`src/rtl/ibwt_pkg.sv`:
```
// ibwt_pkg: shared types and constants of the inverse bwt decoder
// used by ibwt_ctrl, ibwt_dp and inverse_bwt_decoder_top; no dependencies
package ibwt_pkg;

    localparam int MAX_BLOCK = 65536;
    localparam int ALPHABET  = 256;
    localparam int ADDR_W    = $clog2(MAX_BLOCK);
    localparam int LEN_W     = ADDR_W + 1;
    localparam int SYM_W     = 8;
    localparam int CNT_AW    = $clog2(ALPHABET);

    typedef struct packed {
        logic             action;
        logic [SYM_W-1:0] symbol;
        logic             block_end;
    } item_t;

    typedef struct packed {
        logic [SYM_W-1:0] text_byte;
        logic             final_byte;
        logic [1:0]       status;
    } result_t;

    localparam logic ACT_LOAD  = 1'b0;
    localparam logic ACT_FETCH = 1'b1;

    localparam logic [1:0] ST_OK   = 2'd0;
    localparam logic [1:0] ST_NONE = 2'd1;
    localparam logic [1:0] ST_ERR  = 2'd2;

    typedef enum logic [1:0] {
        PH_LOAD  = 2'd0,
        PH_FETCH = 2'd1,
        PH_DONE  = 2'd2,
        PH_ERROR = 2'd3
    } phase_t;

    typedef enum logic [1:0] {
        FK_ERR  = 2'd0,
        FK_NONE = 2'd1,
        FK_END  = 2'd2,
        FK_BYTE = 2'd3
    } fetch_kind_t;

    typedef struct packed {
        logic load_acc;
        logic fetch_acc;
        logic load_upd;
        logic fin_check;
        logic sent_rd;
        logic sent_cnt;
        logic sent_wr;
        logic pfx_rd;
        logic pfx_wr;
        logic lnk_sym;
        logic lnk_cnt;
        logic lnk_wr;
        logic walk_rd;
        logic walk_set;
        logic fetch_out;
    } dp_cmd_t;

    typedef struct packed {
        logic block_end;
        logic fin_err;
        logic is_sent;
        logic pfx_last;
        logic lnk_last;
        logic out_free;
    } dp_stat_t;

endpackage

```
`src/rtl/ibwt_ctrl.sv`:
```
// ibwt_ctrl: sequencing state machine of the inverse bwt decoder
// depends on ibwt_pkg; drives dp_cmd_t commands into ibwt_dp
module ibwt_ctrl (
    input  logic              clk,
    input  logic              rst_n,
    input  logic              item_valid,
    input  logic              action,
    output logic              item_stall,
    input  ibwt_pkg::dp_stat_t stat,
    output ibwt_pkg::dp_cmd_t  cmd
);

    typedef enum logic [14:0] {
        S_IDLE      = 15'h0001,
        S_LOAD_UPD  = 15'h0002,
        S_FIN_CHECK = 15'h0004,
        S_SENT_RD   = 15'h0008,
        S_SENT_CNT  = 15'h0010,
        S_SENT_WR   = 15'h0020,
        S_PFX_RD    = 15'h0040,
        S_PFX_WR    = 15'h0080,
        S_LNK_SYM   = 15'h0100,
        S_LNK_CNT   = 15'h0200,
        S_LNK_WR    = 15'h0400,
        S_WALK_RD   = 15'h0800,
        S_WALK_SET  = 15'h1000,
        S_FETCH_OUT = 15'h2000,
        S_SPARE     = 15'h4000
    } state_t;

    state_t state_reg;
    state_t state_next;

    assign item_stall = (state_reg != S_IDLE);

    always_comb
    begin
        state_next = state_reg;
        cmd        = '0;
        unique case (state_reg)
            S_IDLE:
            begin
                if (item_valid)
                begin
                    if (action == ibwt_pkg::ACT_FETCH)
                    begin
                        cmd.fetch_acc = 1'b1;
                        state_next    = S_FETCH_OUT;
                    end
                    else
                    begin
                        cmd.load_acc = 1'b1;
                        state_next   = S_LOAD_UPD;
                    end
                end
            end
            S_LOAD_UPD:
            begin
                cmd.load_upd = 1'b1;
                state_next   = stat.block_end ? S_FIN_CHECK : S_IDLE;
            end
            S_FIN_CHECK:
            begin
                cmd.fin_check = 1'b1;
                state_next    = stat.fin_err ? S_IDLE : S_SENT_RD;
            end
            S_SENT_RD:
            begin
                cmd.sent_rd = 1'b1;
                state_next  = S_SENT_CNT;
            end
            S_SENT_CNT:
            begin
                cmd.sent_cnt = 1'b1;
                state_next   = S_SENT_WR;
            end
            S_SENT_WR:
            begin
                cmd.sent_wr = 1'b1;
                state_next  = S_PFX_RD;
            end
            S_PFX_RD:
            begin
                cmd.pfx_rd = 1'b1;
                state_next = S_PFX_WR;
            end
            S_PFX_WR:
            begin
                cmd.pfx_wr = 1'b1;
                state_next = stat.pfx_last ? S_LNK_SYM : S_PFX_RD;
            end
            S_LNK_SYM:
            begin
                cmd.lnk_sym = 1'b1;
                state_next  = S_LNK_CNT;
            end
            S_LNK_CNT:
            begin
                cmd.lnk_cnt = 1'b1;
                // sentinel row gets link 0 right here
                if (stat.is_sent)
                    state_next = stat.lnk_last ? S_WALK_RD : S_LNK_SYM;
                else
                    state_next = S_LNK_WR;
            end
            S_LNK_WR:
            begin
                cmd.lnk_wr = 1'b1;
                state_next = stat.lnk_last ? S_WALK_RD : S_LNK_SYM;
            end
            S_WALK_RD:
            begin
                cmd.walk_rd = 1'b1;
                state_next  = S_WALK_SET;
            end
            S_WALK_SET:
            begin
                cmd.walk_set = 1'b1;
                state_next   = S_IDLE;
            end
            S_FETCH_OUT:
            begin
                if (stat.out_free)
                begin
                    cmd.fetch_out = 1'b1;
                    state_next    = S_IDLE;
                end
            end
            default:
            begin
                state_next = S_IDLE;
            end
        endcase
    end

    always_ff @(posedge clk or negedge rst_n)
    begin
        if (!rst_n)
            state_reg <= S_IDLE;
        else
            state_reg <= state_next;
    end

endmodule

```
`config.mk`:
```
export PLATFORM = sky130hd
export DESIGN_NAME = ibwt_ctrl
export DESIGN_NICKNAME = d
export VERILOG_FILES = /design/src/rtl/ibwt_pkg.sv /design/src/rtl/ibwt_ctrl.sv
export SDC_FILE = /design/constraint.sdc
export NUM_CORES = 1
export LEC_CHECK = 0
export BUFFER_PORTS_ARGS = -buffer_cell sky130_fd_sc_hd__buf_4
export CAP_MARGIN = 20
export CORE_AREA = 2 2 66 55
export DETAILED_ROUTE_END_ITERATION = 10
export DIE_AREA = 0 0 68 57
export GPL_ROUTABILITY_DRIVEN = 1
export PLACE_DENSITY = 0.51
export SETUP_SLACK_MARGIN = 0.05
export SYNTH_ARGS = -nofsm -noshare
export SYNTH_HDL_FRONTEND = slang
export SYNTH_SLANG_ARGS = --single-unit
```
`constraint.sdc`:
```
create_clock -name clk -period 2.5 [get_ports clk]
set_clock_uncertainty 0.05 [all_clocks]
set_input_delay 0.25 -clock clk [delete_from_list [all_inputs] [get_ports clk]]
set_output_delay 0.25 -clock clk [all_outputs]
set_load 0.05 [all_outputs]
```
==> results.json, run 1 <==
{
  "status": "finished, final reports clean",
  "layout.cells.most_common_list": "31 x buf_4, 13 x dfrtp_1, 7 x nor2_1",
  "syn_avg_cell_area_sq_um": 9.49,
  "gp_congestion": 0.830,
  "synth_compound_area_share_pct": 10.6,
  "wl_met2_mm": 1.08,
  "grt_use_total_pct": 13.3,
  "synth_top_family_by_area": "simple AND/OR/NAND/NOR gates",
  "cts_tree": "yes",
  "syn_inst": 98,
  "die_area_sq_um": 3880,
  "critical_path_depth": 6,
  "drive_gt1_share_pct": 46.6,
  "rows": 19,
  "yosys.area_share.adder_pct": 0,
  "grt_pass1_vias": 836,
  "cts.reportedPaths.clkPinSlew_ps": 60,
  "hold_viol": 0,
  "h-tree-depth": 1,
  "rsz0062_at_grt": "yes",
  "stdcell_count": 175,
  "largest_reg_flops": 14,
  "finalSetupViolCount": 0,
  "synthXorXnorAreaFrac_pct": 3.77,
  "cp_cell_sequence": "or3_4, nor4_4, buf_4, nand2_1, nor4bb_1, buf_4",
  "die_h_um": 57,
  "switching_power_uw": 361,
  "slew_headroom_pct": 73.2,
  "p_int_uw": 561,
  "synth.area.mux_share_pct": 0,
  "met1Wirelength_mm": 1.10,
  "end_kind": "output port",
  "required_ps": 2200,
  "cpPeakStageDelay_ps": 410,
  "ir_drop_mv": 0.228,
  "synth_area_sq_um": 930,
  "die_w_um": 68,
  "synth_fp_nets": 108,
  "numCtsBuffers": 3,
  "post-route-period-util_pct": 96.9,
  "wl_per_cell_um": 13.2,
  "start_util_pct": 28.3,
  "synth_largest_area_cell": "dfrtp_1",
  "crit_family": "simple AND/OR/NAND/NOR gates",
  "r2r-start": "state_reg[8]",
  "power_frac_comb_pct": 45.6,
  "syn2layout_area_growth_pct": 48.9,
  "criticalPathCategory": "reg -> out",
  "seq_area_frac_synth_pct": 37.8,
  "grt_overflow": 0,
  "drc": 0,
  "fin_area_sq_um": 1380,
  "maxCapViolCount": 0,
  "yosysWarnings": 0,
  "synth.area.top_cells": "dfrtp_1 35%, nor4b_1 6.6%, nor4bb_1 4.3%, nor2_1 4.0%, xor2_1 3.8%",
  "rr_worst_depth": 6,
  "power_frac_seq_pct": 30.6,
  "critPathLaunchType": "register",
  "antenna_found_initial": 0,
  "max_slew.worst_pin.slew_ps": 391,
  "critPathBufInv": 2,
  "grt_max_degree": 15,
  "port_buffers": 25,
  "vias": 887,
  "cts_sinks": 14,
  "hold-path-cell-count": 2,
  "final_max_slew_viol_count": 0,
  "clockPowerShare_pct": 23.9,
  "final_common_cell": "buf_4",
  "hp-start": "action",
  "clock_path_buffers": 2,
  "hpwl_mm": 1.63,
  "ys_types": 39,
  "fmaxAchievable_ghz": 0.413,
  "dr.max_layer_used": "met4",
  "placed_cells_incl_taps": 163,
  "p_leak_uw": 0.000625,
  "ff2ff_setup_slack_ps": 540,
  "nNetsFinal": 144,
  "avgViaCountPerCell": 5.07,
  "hold_ws_ps": 119,
  "placed_area_sq_um": 1230,
  "ant_nets": 0,
  "coreArea_sq_um": 3280,
  "ys_ff_latch": 14,
  "antenna_cells": 0,
  "finalCriticalPeriod_ps": 2420,
  "clock_latency_ps": 250,
  "startpoint": "state_reg[8]",
  "cellPowerDensity_nw_per_um2": 667,
  "cp_max_fo": 7,
  "dr.pass1.iters": 4,
  "met3_length_um": 74,
  "synth_top_area_share_pct": 35.0,
  "routed_wirelength_mm": 2.30,
  "switching_share_pct": 39.2,
  "hold_class": "in -> reg",
  "cts_root_buf": "clkbuf_8",
  "drt-initial-drc-count": 11,
  "grt_pass1_wl_mm": 3.89,
  "path_common_cell": "buf_4",
  "synthSimpleGateAreaFrac_pct": 42.8,
  "crit_path_top_delay_cell": "or3_4",
  "num_io_pins": 26,
  "arrival_ps": 2120
}
==> kinds of logic (layout without fill, tap and decap cells) <==
| family | Yosys count | in the layout |
|---|---|---|
| flip-flops | 14 | 14 |
| AO/OA/AOI/OAI | 15 | 15 |
| XOR/XNOR | 4 | 4 |
| buffers and inverters | 10 | 45 |
| AND/OR/NAND/NOR | 55 | 55 |
==> area by class of cell <==
type / instances / area [sq um]
timing repair buffer: 37 / 303
clock buffer: 4 / 55.1
fill: 336 / 1900
multi-input combinational: 74 / 607
sequential: 14 / 352
inverter: 4 / 15.0
tap: 42 / 52.6
==> power by group through the flow <==
| stage | Combinational [uW] | Clock [uW] | Sequential (uW) |
|---|---|---|---|
| after floorplan | 303 | 0 | 260 |
| after global placement | 366 | 0 | 290 |
| after detailed placement | 373 | 0 | 289 |
| after CTS | 401 | 225 | 283 |
| after global routing | 456 | 239 | 290 |
| final | 420 | 220 | 282 |
==> final timing paths <==
kind / end
max in group asynchronous: state_reg[0]
hold reg to reg: state_reg[9]
setup / recovery: cmd[7]
min in group asynchronous: state_reg[1]
hold / removal: state_reg[1]
setup reg to reg: state_reg[3]
==> metal layers <==
layer | vias to the layer above | track usage, %
met5 | - | 0
met4 | 0 | 4.86
met3 | 7 | 3.75
met2 | 15 | 19.0
met1 | 426 | 19.0
li1 | 439 | -
==> cell usage after synthesis <==
cell	instances
nor4_1	3
nand2b_1	2
nor3_1	6
a21oi_1	2
xor2_1	4
nor2_1	10
or2_4	1
nor3_4	1
nor3b_2	1
a21boi_0	1
nor4b_1	7
or4b_1	1
clkbuf_1	3
or3_4	2
or4b_2	1
dfstp_2	1
o21bai_1	1
nor4bb_1	4
a2111oi_0	2
a21o_1	1
nand3_1	1
and3_1	1
or3b_2	1
and2b_1	1
o22a_1	1
dfrtp_1	13
nand4b_1	1
buf_4	2
o21ai_0	6
nand3_2	1
o32a_1	1
buf_2	1
nand2_1	4
nand4_1	1
and2_1	1
inv_1	4
nand3b_1	1
nor4_4	1
nor3b_1	2
==> through the flow <==
step / TNS, ps / total power, uW / setup slack [ps] / utilization [%]
after floorplan: -1240 / 562 / -530 / -
after global placement: 0 / 656 / 235 / 37.5
after detailed placement: 0 / 662 / 188 / 37.5
after CTS: 0 / 909 / 50.8 / 40.8
after global routing: -28.3 / 985 / -14.9 / 42.2
final: 0 / 923 / 76.5 / 42.2
==> repair_timing <==
item,in CTS,in global routing
setup endpoints to repair,3,8
hold endpoints to repair,13,0
pin swaps,1,3
gates resized for setup,4,6
hold buffers,1,0
buffers inserted,4,3
No activity file was read; power rests on OpenSTA's default activity.
==> inputs of run 2 (changes only) <==
- GPL_TIMING_DRIVEN: unset -> 0
==> run 2 against run 1 <==
Net effect:
- worst setup slack got worse by 25 ps
- critical path depth increased by 1
- flip-flop and latch count unchanged
- cell count increased by 4.0%
- routed wire length increased by 1.3%
- register-to-register slack got worse by 200 ps
- maximum frequency decreased by 1.0%
- first-iteration DRC count decreased by 27%
- largest power group unchanged
- highest routed layer unchanged
==> results.json, run 2 (synthesis gave the netlist of run 1 again) <==
{
  "maxCapViolCount": 0,
  "r2r-start": "state_reg[2]",
  "grt_pass1_wl_mm": 3.91,
  "switching_power_uw": 372,
  "vias": 896,
  "hpwl_mm": 1.64,
  "numCtsBuffers": 3,
  "die_area_sq_um": 3880,
  "max_slew.worst_pin.slew_ps": 461,
  "rr_worst_depth": 8,
  "required_ps": 2200,
  "ir_drop_mv": 0.313,
  "cts_root_buf": "clkbuf_8",
  "r2r_end": "state_reg[0]",
  "hold_ws_ps": 120,
  "cts_tree": "yes",
  "grt_overflow": 0,
  "avgViaCountPerCell": 4.92,
  "wl_per_cell_um": 12.8,
  "routed_wirelength_mm": 2.33,
  "finalCriticalPeriod_ps": 2450,
  "clock_path_buffers": 2,
  "p_int_uw": 602,
  "hold_class": "in -> reg",
  "antenna_cells": 0,
  "switching_share_pct": 38.2,
  "antenna_found_initial": 0,
  "grt_pass1_vias": 857,
  "cp_max_fo": 3,
  "endpoint": "cmd[0]",
  "clockPowerShare_pct": 23.1,
  "port_buffers": 25,
  "finalSetupViolCount": 0,
  "clock_latency_ps": 250,
  "end_kind": "output port",
  "hold_viol": 0,
  "hold-path-cell-count": 2,
  "die_h_um": 57,
  "power_frac_seq_pct": 28.4,
  "drc": 0,
  "nNetsFinal": 151,
  "drive_gt1_share_pct": 52.1,
  "gp_congestion": 0.751,
  "slew_headroom_pct": 69.3,
  "die_w_um": 68,
  "num_io_pins": 26,
  "grt_max_degree": 15,
  "p_leak_uw": 0.000654,
  "cellPowerDensity_nw_per_um2": 674,
  "final_common_cell": "buf_4",
  "coreArea_sq_um": 3280,
  "ant_nets": 0,
  "drt-initial-drc-count": 8,
  "h-tree-depth": 1,
  "grt_use_total_pct": 13.3,
  "layout.cells.most_common_list": "35 x buf_4, 12 x dfrtp_1, 6 x buf_6, 6 x o21ai_0",
  "rows": 19,
  "largest_reg_flops": 14,
  "cts_sinks": 14,
  "status": "finished, final reports clean",
  "fmaxAchievable_ghz": 0.408,
  "start_util_pct": 28.3,
  "dr.pass1.iters": 4,
  "ff2ff_setup_slack_ps": 340,
  "critPathLaunchType": "register",
  "arrival_ps": 2150,
  "startpoint": "state_reg[2]",
  "rsz0062_at_grt": "yes",
  "criticalPathCategory": "reg -> out",
  "final_max_slew_viol_count": 0,
  "power_frac_comb_pct": 48.6,
  "finalPower_uw": 974,
  "syn2layout_area_growth_pct": 55.6,
  "cts.reportedPaths.clkPinSlew_ps": 60,
  "post-route-period-util_pct": 97.9
}
[run 2: timing repair]
action,CTS,global route
endpoints found under the setup margin,6,12
hold endpoints to repair,13,0
gates cloned,0,0
resized for setup,9,9
hold buffers,1,0
setup buffers,10,3
pin swaps,5,3
[run 2: area by class of cell]
| cell class | instances | area (sq um) |
|---|---|---|
| Multi-Input combinational cell | 74 | 622 |
| Clock buffer | 4 | 55.1 |
| Timing Repair Buffer | 39 | 314 |
| Tap cell | 42 | 52.6 |
| Buffer | 5 | 35.0 |
| Fill cell | 333 | 1830 |
| Inverter | 4 | 15.0 |
| Sequential cell | 14 | 353 |
[run 2: stage by stage]
step           instances  setup slack [ps]  TNS (ps)  util [%]  area [sq um]
2_1_floorplan         98              -530     -1240         -           991
3_3_place_gp         165               113         0      37.5          1230
3_5_place_dp         165              99.3         0      37.5          1230
4_1_cts              179              14.3         0      42.6          1400
5_1_grt              182             -38.9      -109      44.1          1450
6_report             182              51.8         0      44.1          1450
[run 2: worst min path at each step]
stage	startpoint	slack (ps)	end
floorplan	rst_n	-100	state_reg[10]
global placement	rst_n	70	state_reg[1]
detailed placement	rst_n	70	state_reg[1]
CTS	action	100	state_reg[1]
global route	action	120	state_reg[1]
finish	action	120	state_reg[1]
[run 2: per-layer routing]
layer / track usage, % / share of wire [%]
met5: 0 / 0
met4: 2.57 / 0.69
met3: 4.14 / 3.7
met2: 19.6 / 48
met1: 19.3 / 48
[run 2: worst max-delay path: stages, from the launching register on]
cell     delay, ps
dfrtp_1        370
buf_6          110
or2_4          230
nor3_4         140
nand4_1        170
or4b_4         600
nor2_4         120
buf_6          160
[run 2: power by group through the flow]
| stage | logic, uW | registers, uW | clock network (uW) |
|---|---|---|---|
| 2_1_floorplan | 303 | 260 | 0 |
| 3_3_place_gp | 389 | 262 | 0 |
| 3_5_place_dp | 392 | 263 | 0 |
| 4_1_cts | 428 | 276 | 234 |
| 5_1_grt | 516 | 281 | 245 |
| 6_report | 473 | 276 | 225 |
==> inputs of run 3 (changes only) <==
- CORE_AREA: 2 2 66 55 -> 2 2 63 53
- DIE_AREA: 0 0 68 57 -> 0 0 65 55
- PLACE_DENSITY: 0.51 -> 0.54
==> run 3 against run 2 <==
Net effect:
- utilization rose by 4.3 points
- combinational power down 4.7%
- worst hold slack got worse by 10 ps
- sequential power grew 2%
- global-route usage grew 0.70 points
- first-iteration DRC count grew to 2.6 times the previous value
- worst setup slack gained 8.1 ps
- non-clock buffer count down 3
- final area down 1.3%
==> results.json, run 3 (synthesis gave the netlist of run 1 again) <==
{
  "finalPower_uw": 960,
  "drc": 0,
  "syn2layout_area_growth_pct": 53.6,
  "arrival_ps": 2140,
  "die_area_sq_um": 3580,
  "crit_path_top_delay_cell": "or3_4",
  "finalSetupViolCount": 0,
  "grt_overflow": 0,
  "antenna_cells": 0,
  "grt_max_degree": 15,
  "final_max_slew_viol_count": 0,
  "routed_wirelength_mm": 2.31,
  "grt_pass1_vias": 833,
  "placed_area_sq_um": 1230,
  "hpwl_mm": 1.60,
  "hold_class": "in -> reg",
  "maxCapViolCount": 0,
  "cellPowerDensity_nw_per_um2": 673,
  "utilization_pct": 48.4,
  "cpPeakStageDelay_ps": 410,
  "numCtsBuffers": 3,
  "wl_per_cell_um": 13.1,
  "die_w_um": 65,
  "ant_nets": 0,
  "endpoint": "cmd[11]",
  "post-route-period-util_pct": 97.6,
  "drt-initial-drc-count": 21,
  "drive_gt1_share_pct": 51.1,
  "hold_viol": 0,
  "ff2ff_setup_slack_ps": 440,
  "p_leak_uw": 0.000640,
  "max_slew.worst_pin.slew_ps": 465,
  "criticalPathCategory": "reg -> out",
  "rows": 18,
  "antenna_found_initial": 0,
  "cts.reportedPaths.clkPinSlew_ps": 60,
  "layout.cells.most_common_list": "33 x buf_4, 11 x dfrtp_1, 6 x o21ai_0",
  "final_common_cell": "buf_4",
  "clock_latency_ps": 250,
  "cp_cell_sequence": "or3_4, nor4_4, nand3_2, or3_4, nor3b_4, buf_6",
  "rr_worst_depth": 7,
  "grt_pass1_wl_mm": 3.81,
  "required_ps": 2200,
  "critPathLaunchType": "register",
  "status": "finished, final reports clean",
  "avgViaCountPerCell": 5.03,
  "gp_congestion": 0.687,
  "vias": 890,
  "cp_max_fo": 3,
  "fin_area_sq_um": 1430,
  "coreArea_sq_um": 2950,
  "startpoint": "state_reg[8]",
  "cts_root_buf": "clkbuf_8",
  "path_common_cell": "or3_4",
  "rsz0062_at_grt": "yes",
  "dr.pass1.iters": 4,
  "tns_ps": 0,
  "port_buffers": 25,
  "die_h_um": 55,
  "start_util_pct": 31.5,
  "finalCriticalPeriod_ps": 2440,
  "placed_cells_incl_taps": 163,
  "r2r-start": "state_reg[8]",
  "end_kind": "output port",
  "cts_tree": "yes",
  "grt_use_total_pct": 14.0,
  "cts_sinks": 14,
  "fill_cells": 284,
  "nNetsFinal": 148,
  "stdcell_count": 177,
  "num_io_pins": 26,
  "h-tree-depth": 1,
  "fmaxAchievable_ghz": 0.410,
  "slew_headroom_pct": 68.2,
  "largest_reg_flops": 14,
  "clock_path_buffers": 2,
  "ir_drop_mv": 0.230,
  "r2r_end": "state_reg[3]"
}
==> run 3: cell types whose count changed in the layout (fill, tap and decap cells not counted) <==
| cell | before | now |
|---|---|---|
| buf_4 | 35 | 33 |
| nor4b_4 | 0 | 1 |
| nor3_2 | 3 | 2 |
| dfrtp_2 | 1 | 2 |
| nor4b_2 | 5 | 4 |
| nor2_4 | 1 | 2 |
| nor3_1 | 3 | 4 |
| dfrtp_1 | 12 | 11 |
| buf_6 | 6 | 5 |
| nor2_2 | 4 | 3 |
==> run 3: timing repair <==
action                                 4_1_cts  5_1_grt
hold buffers                                 1        0
endpoints found under the hold margin       13        0
pin swaps                                    5        5
buffers inserted                             8        3
setup endpoints to repair                    6       13
resized for setup                            8       12
==> run 3: worst max-delay path: cells and delay by family (launching register included) <==
family        cells  cell delay, ps
flops             1             400
simple gates      5            1300
buf+inv           1             190
==> run 3: per-stage QoR <==
step	worst slack (ps)	hold slack, ps
3_5_place_dp	105	65.3
4_1_cts	11.5	110
2_1_floorplan	-530	-95.6
5_1_grt	-36.7	117
6_report	59.9	109
3_3_place_gp	120	68.3
==> run 3: worst min-delay path by stage <==
stage | cells past startpoint | slack (ps) | end | start
finish | 2 | 110 | state_reg[10] | stat[3]
global route | 2 | 120 | state_reg[10] | stat[3]
CTS | 2 | 110 | state_reg[10] | stat[3]
detailed placement | 1 | 70 | state_reg[8] | rst_n
global placement | 1 | 70 | state_reg[8] | rst_n
floorplan | 0 | -100 | state_reg[10] | rst_n
==> run 3: cell type report <==
type / count / area [sq um] / area share (%)
sequential: 14 / 354 / 24.8
clock buffer: 4 / 55.1 / 3.86
multi-input combinational: 74 / 631 / 44.2
tap: 40 / 50.0 / 3.51
buffer: 4 / 23.8 / 1.67
timing repair buffer: 37 / 299 / 20.9
inverter: 4 / 15.0 / 1.05
==> run 3: per-layer routing <==
metal	up-vias	global-route usage (%)	wire, um
met1	419	20.2	1140
met4	0	6.38	48
li1	447	-	-
met5	-	0	0
met2	19	20.8	1040
met3	5	2.02	80
==> run 3: power by group <==
group / switching (uW) / total [uW] / internal, uW
registers: 30.2 / 281 / 251
clock network: 88.2 / 228 / 140
logic: 261 / 451 / 190
